==> config.mk <==
export PLATFORM = sky130hd
export DESIGN_NAME = ots_ctrl
export DESIGN_NICKNAME = d
export VERILOG_FILES = /design/src/hw/rtl/ordered_table_insert_remove_search_top_macros.svh /design/src/hw/rtl/ots_pkg.sv /design/src/hw/rtl/ots_ctrl.sv
export SDC_FILE = /design/constraint.sdc
export NUM_CORES = 1
export LEC_CHECK = 0
export BUFFER_PORTS_ARGS = -buffer_cell sky130_fd_sc_hd__buf_2
export CORE_AREA = 2 2 39 41
export CTS_BUF_LIST = sky130_fd_sc_hd__clkbuf_8
export CTS_CLUSTER_SIZE = 40
export DETAILED_ROUTE_END_ITERATION = 7
export DIE_AREA = 0 0 41 43
export GPL_TIMING_DRIVEN = 0
export SLEW_MARGIN = 20
export SYNTH_ARGS = -nofsm -noshare
export SYNTH_HDL_FRONTEND = slang
export SYNTH_SLANG_ARGS = --single-unit
==> constraint.sdc <==
create_clock -name i_clk -period 3.3 [get_ports i_clk]
set_input_delay 0.165 -clock i_clk [delete_from_list [all_inputs] [get_ports i_clk]]
set_output_delay 0.165 -clock i_clk [all_outputs]
set_load 0.1 [all_outputs]
==> src/hw/rtl/ordered_table_insert_remove_search_top_macros.svh <==
// Assertion macros shared by the ordered table RTL.
// Included by the top level; depends on nothing else.
`ifndef ORDERED_TABLE_INSERT_REMOVE_SEARCH_TOP_MACROS_SVH
`define ORDERED_TABLE_INSERT_REMOVE_SEARCH_TOP_MACROS_SVH

// Same-cycle implication, disabled while reset is asserted.
`define OTS_ASSERT_NOW(label, clk, rst_n, ante, cons, msg) \
    label: assert property (@(posedge clk) disable iff (!rst_n) (ante) |-> (cons)) \
        else $error(msg);

// Next-cycle implication, disabled while reset is asserted.
`define OTS_ASSERT_NEXT(label, clk, rst_n, ante, cons, msg) \
    label: assert property (@(posedge clk) disable iff (!rst_n) (ante) |=> (cons)) \
        else $error(msg);

`endif

==> src/hw/rtl/ots_pkg.sv <==
// Package for the ordered table: sizes, operation codes, request and
// response types, and the controller/datapath command and status structs.
package ots_pkg;

    localparam int DEPTH       = 256;
    localparam int ENTRY_WIDTH = 32;
    localparam int ADDR_W      = $clog2(DEPTH);
    localparam int CNT_W       = $clog2(DEPTH + 1);
    localparam int KIND_W      = 2;
    localparam int POS_W       = 9;
    localparam int VALUE_W     = 32;

    localparam logic [KIND_W-1:0] KIND_INSERT = 2'd0;
    localparam logic [KIND_W-1:0] KIND_REMOVE = 2'd1;
    localparam logic [KIND_W-1:0] KIND_SEARCH = 2'd2;

    typedef struct packed {
        logic [KIND_W-1:0]  kind;
        logic [POS_W-1:0]   position;
        logic [VALUE_W-1:0] value;
    } t_req;

    typedef struct packed {
        logic             ok;
        logic             found;
        logic [POS_W-1:0] found_position;
        logic [POS_W-1:0] entry_count;
    } t_rsp;

    typedef struct packed {
        logic req_load;
        logic init;
        logic ins_step;
        logic ins_finish;
        logic rem_step;
        logic rem_finish;
        logic srch_cmp;
        logic rsp_load;
    } t_cmd;

    typedef struct packed {
        logic [KIND_W-1:0] kind;
        logic              legal;
        logic              ins_last;
        logic              rem_last;
        logic              srch_end;
        logic              rsp_full;
    } t_stat;

endpackage

==> src/hw/rtl/ots_ctrl.sv <==
// Controller state machine for the ordered table.
// Depends on ots_pkg for the command and status structs and operation codes.
module ots_ctrl (
    input  logic          i_clk,
    input  logic          i_rst_n,
    input  logic          i_req_valid,
    output logic          o_req_ready,
    input  logic          i_rsp_ready,
    input  ots_pkg::t_stat i_stat,
    output ots_pkg::t_cmd  o_cmd
);
    import ots_pkg::*;

    localparam logic [2:0] S_IDLE = 3'd0;
    localparam logic [2:0] S_DISP = 3'd1;
    localparam logic [2:0] S_INS  = 3'd2;
    localparam logic [2:0] S_REM  = 3'd3;
    localparam logic [2:0] S_SRD  = 3'd4;
    localparam logic [2:0] S_SCMP = 3'd5;
    localparam logic [2:0] S_RESP = 3'd6;

    logic [2:0] r_state;
    logic [2:0] n_state;

    always_comb begin
        n_state = r_state;
        o_cmd   = '0;
        unique case (r_state)
            S_IDLE: begin
                if (i_req_valid) begin
                    o_cmd.req_load = 1'b1;
                    n_state        = S_DISP;
                end
            end
            S_DISP: begin
                o_cmd.init = 1'b1;
                if (!i_stat.legal) begin
                    n_state = S_RESP;
                end else begin
                    unique case (i_stat.kind)
                        KIND_INSERT: n_state = S_INS;
                        KIND_REMOVE: n_state = S_REM;
                        KIND_SEARCH: n_state = S_SRD;
                        default:     n_state = S_RESP;
                    endcase
                end
            end
            S_INS: begin
                if (i_stat.ins_last) begin
                    o_cmd.ins_finish = 1'b1;
                    n_state          = S_RESP;
                end else begin
                    o_cmd.ins_step = 1'b1;
                end
            end
            S_REM: begin
                if (i_stat.rem_last) begin
                    o_cmd.rem_finish = 1'b1;
                    n_state          = S_RESP;
                end else begin
                    o_cmd.rem_step = 1'b1;
                end
            end
            S_SRD: begin
                // The read address follows the current bounds, so the
                // entry at the midpoint arrives in the compare state.
                n_state = i_stat.srch_end ? S_RESP : S_SCMP;
            end
            S_SCMP: begin
                o_cmd.srch_cmp = 1'b1;
                n_state        = S_SRD;
            end
            S_RESP: begin
                if (!i_stat.rsp_full || i_rsp_ready) begin
                    o_cmd.rsp_load = 1'b1;
                    n_state        = S_IDLE;
                end
            end
            default: n_state = S_IDLE;
        endcase
    end

    always_ff @(posedge i_clk) begin
        if (!i_rst_n) begin
            r_state <= S_IDLE;
        end else begin
            r_state <= n_state;
        end
    end

    assign o_req_ready = (r_state == S_IDLE);

endmodule

==> flow_summary.json <==
{
  "slew_viol_final": 0,
  "netlist.area_leader.share_pct": 19.28,
  "crit_type": "flop to output port",
  "outcome": "completed",
  "finalSetupTns_ps": 0,
  "cts-htree-levels": 1,
  "core_um2": 1384,
  "cts_setup_buffers": 0,
  "path_common_cell": "buf_2",
  "ys.warnings.count": 0,
  "post-route-min-period_ps": 1730,
  "die_y_um": 43,
  "drt_first_iter_violations": 2,
  "synth_seq_cells": 3,
  "relSlewSlack_pct": 67.61,
  "synth_mux_area_share_pct": 3.614,
  "synth-compound-area-share_pct": 24.90,
  "grt-ovfl-total": 0,
  "setup_viol": 0,
  "use_met3_pct": 1.571,
  "synthSimpleGateAreaFrac_pct": 42.17,
  "synth.distinct_cells": 23,
  "dr.pass1.iters": 3,
  "nets": 68,
  "max_cap_violations": 0,
  "power_leakage_uw": 0.0002472,
  "ir_worst_vdd_v": 0.0004775,
  "port-buffer-count": 19,
  "cts_root_buffer": "clkbuf_8",
  "avgSynthCellArea_um2": 9.441,
  "area_growth_pct": 57.03,
  "start_util_pct": 22.51,
  "largest_register_ffs": 3,
  "fillers": 146,
  "finalCritPeriodShare_pct": 52.44,
  "min_path_type": "primary input to flop",
  "endpoint_kind": "output port",
  "drive_above_1_share_pct": 60.71,
  "cpPeakStageDelay_ps": 440,
  "cp_slowest_cell": "dfxtp_1",
  "cts_buffers": 3,
  "syn_inst": 33,
  "hold_slack_ps": 190.1,
  "regMostFlops": "r_state",
  "gp_congestion": 0.7509,
  "clock_latency_ps": 210,
  "pin_count": 20,
  "crit_chain": "buf_2 -> and4b_1 -> buf_2",
  "yosysSeqAreaShare_pct": 19.28,
  "synth-edff-count": 0,
  "yosys-top-cells-count": "dfxtp_1 (3), nand2b_1 (3)",
  "syn_area_um2": 311.5,
  "synth.top_cells.by_area": "dfxtp_1 (19%), a2111oi_2 (9.6%), buf_6 (7.2%)",
  "clock_sinks": 3,
  "vias_per_cell": 4.653,
  "critPathTopFamily": "buffers and inverters",
  "synth_top_family_by_area": "simple AND/OR/NAND/NOR gates",
  "synth_top_flop_cell": "dfxtp_1",
  "fp.dieArea_um2": 1763,
  "cts_max_path_buffers": 2,
  "tightest_slew_ps": 489.2,
  "syn_nets": 44,
  "reg_top3": "r_state (3)",
  "antenna_found_initial": 0,
  "synthXorXnorAreaFrac_pct": 0,
  "rsz0062_at_grt": "false",
  "grt.busiest_layer": "met2",
  "grt_max_degree": 11,
  "rows": 14,
  "powerDensity_nw_per_um2": 1120,
  "synth_adder_area_share_pct": 0,
  "hold_violations": 0,
  "crit_path_start_kind": "flop",
  "max_freq_mhz": 577.9,
  "required_ps": 3130,
  "wire_per_inst_um": 10.22,
  "grt_pass1_vias": 325,
  "yosysTopAreaCell": "dfxtp_1",
  "drc": 0,
  "cp_max_fo": 10,
  "antenna_cells": 0,
  "cts_tree": "yes",
  "skew_ps": 0.3089,
  "antenna_left": 0,
  "cts_hold_buf": 0,
  "critPathBufInv": 2,
  "wirelength_um": 736,
  "chipWidth_um": 41,
  "globalRouteTotalUtil_pct": 10.14,
  "crit_arrival_ps": 1570,
  "num_vias": 335,
  "async_flop_share_pct": 0,
  "post_cts_resized": 0,
  "grt_pass1_wl_um": 1235,
  "met2_usage_pct": 15.00,
  "clk_pin_slew_ps": 30,
  "met1_usage_pct": 13.18
}
[worst reg2reg max path: stages, from the launching register on]
cell      delay, ps
dfxtp_1         360
mux2_2          350
a221oi_1        300
nor3_1           80
[layout by cell type (no fill, tap or decap), drive strengths merged]
| master | synthesis | layout |
|---|---|---|
| a221oi | 1 | 1 |
| dfxtp | 3 | 3 |
| nor3 | 4 | 4 |
| o21ai | 1 | 1 |
| nor3b | 1 | 1 |
| nor4b | 1 | 1 |
| buf | 3 | 22 |
| nand2 | 1 | 1 |
| a2111oi | 2 | 2 |
| and4b | 2 | 2 |
| a21o | 1 | 1 |
| o211a | 1 | 1 |
| nand2b | 3 | 3 |
| inv | 1 | 2 |
| a22o | 1 | 1 |
| and2 | 2 | 2 |
| mux2 | 1 | 1 |
| clkbuf | 0 | 3 |
| nor2b | 2 | 2 |
| a211oi | 1 | 1 |
| nor4bb | 1 | 1 |
[report_power, final]
part | internal [uW] | switching [uW]
combinational | 99.0 | 278
clock | 79.1 | 23.8
sequential | 50.3 | 17.7
[worst paths after layout]
kind | start | endpoint | slack [ps] | cells after the start
setup / recovery | r_state[2] | o_cmd[0] | 1570 | 3
hold / removal | i_rst_n | r_state[0] | 190 | 2
setup reg to reg | r_state[0] | r_state[2] | 2090 | 3
hold reg to reg | r_state[0] | r_state[0] | 690 | 3
[area by class of cell]
type                       count  area (um2)  area share, %
multi-input combinational     26       237.7          48.59
timing repair buffer          19       95.09          19.44
clock inverter                 1       3.754         0.7673
sequential                     3       60.06          12.28
tap                           16       20.02          4.092
clock buffer                   3       41.29          8.440
buffer                         3       27.53          5.627
inverter                       1       3.754         0.7673
[cell families after synthesis]
kind of cell / Yosys count
AND/OR/NAND/NOR: 17
AO/OA/AOI/OAI: 8
buffers and inverters: 4
flip-flops: 3
multiplexers: 1
[through the flow]
step	power, uW	setup slack, ps	cell area (um2)	std cells	util [%]
floorplan	396.0	333.9	329.1	33	-
global placement	446.5	1793	444.2	68	32.10
detailed placement	448.5	1772	444.2	68	32.10
CTS	552.5	1556	489.2	72	35.35
global route	575.6	1502	489.2	72	35.35
finish	547.8	1570	489.2	72	35.35
[per-layer routing]
metal / routed length (um) / part of all wire, %
met1: 367 / 50
met2: 300 / 41
met3: 53 / 7.2
met4: 14 / 1.9
met5: 0 / 0
(Power assumes the default switching activity.)
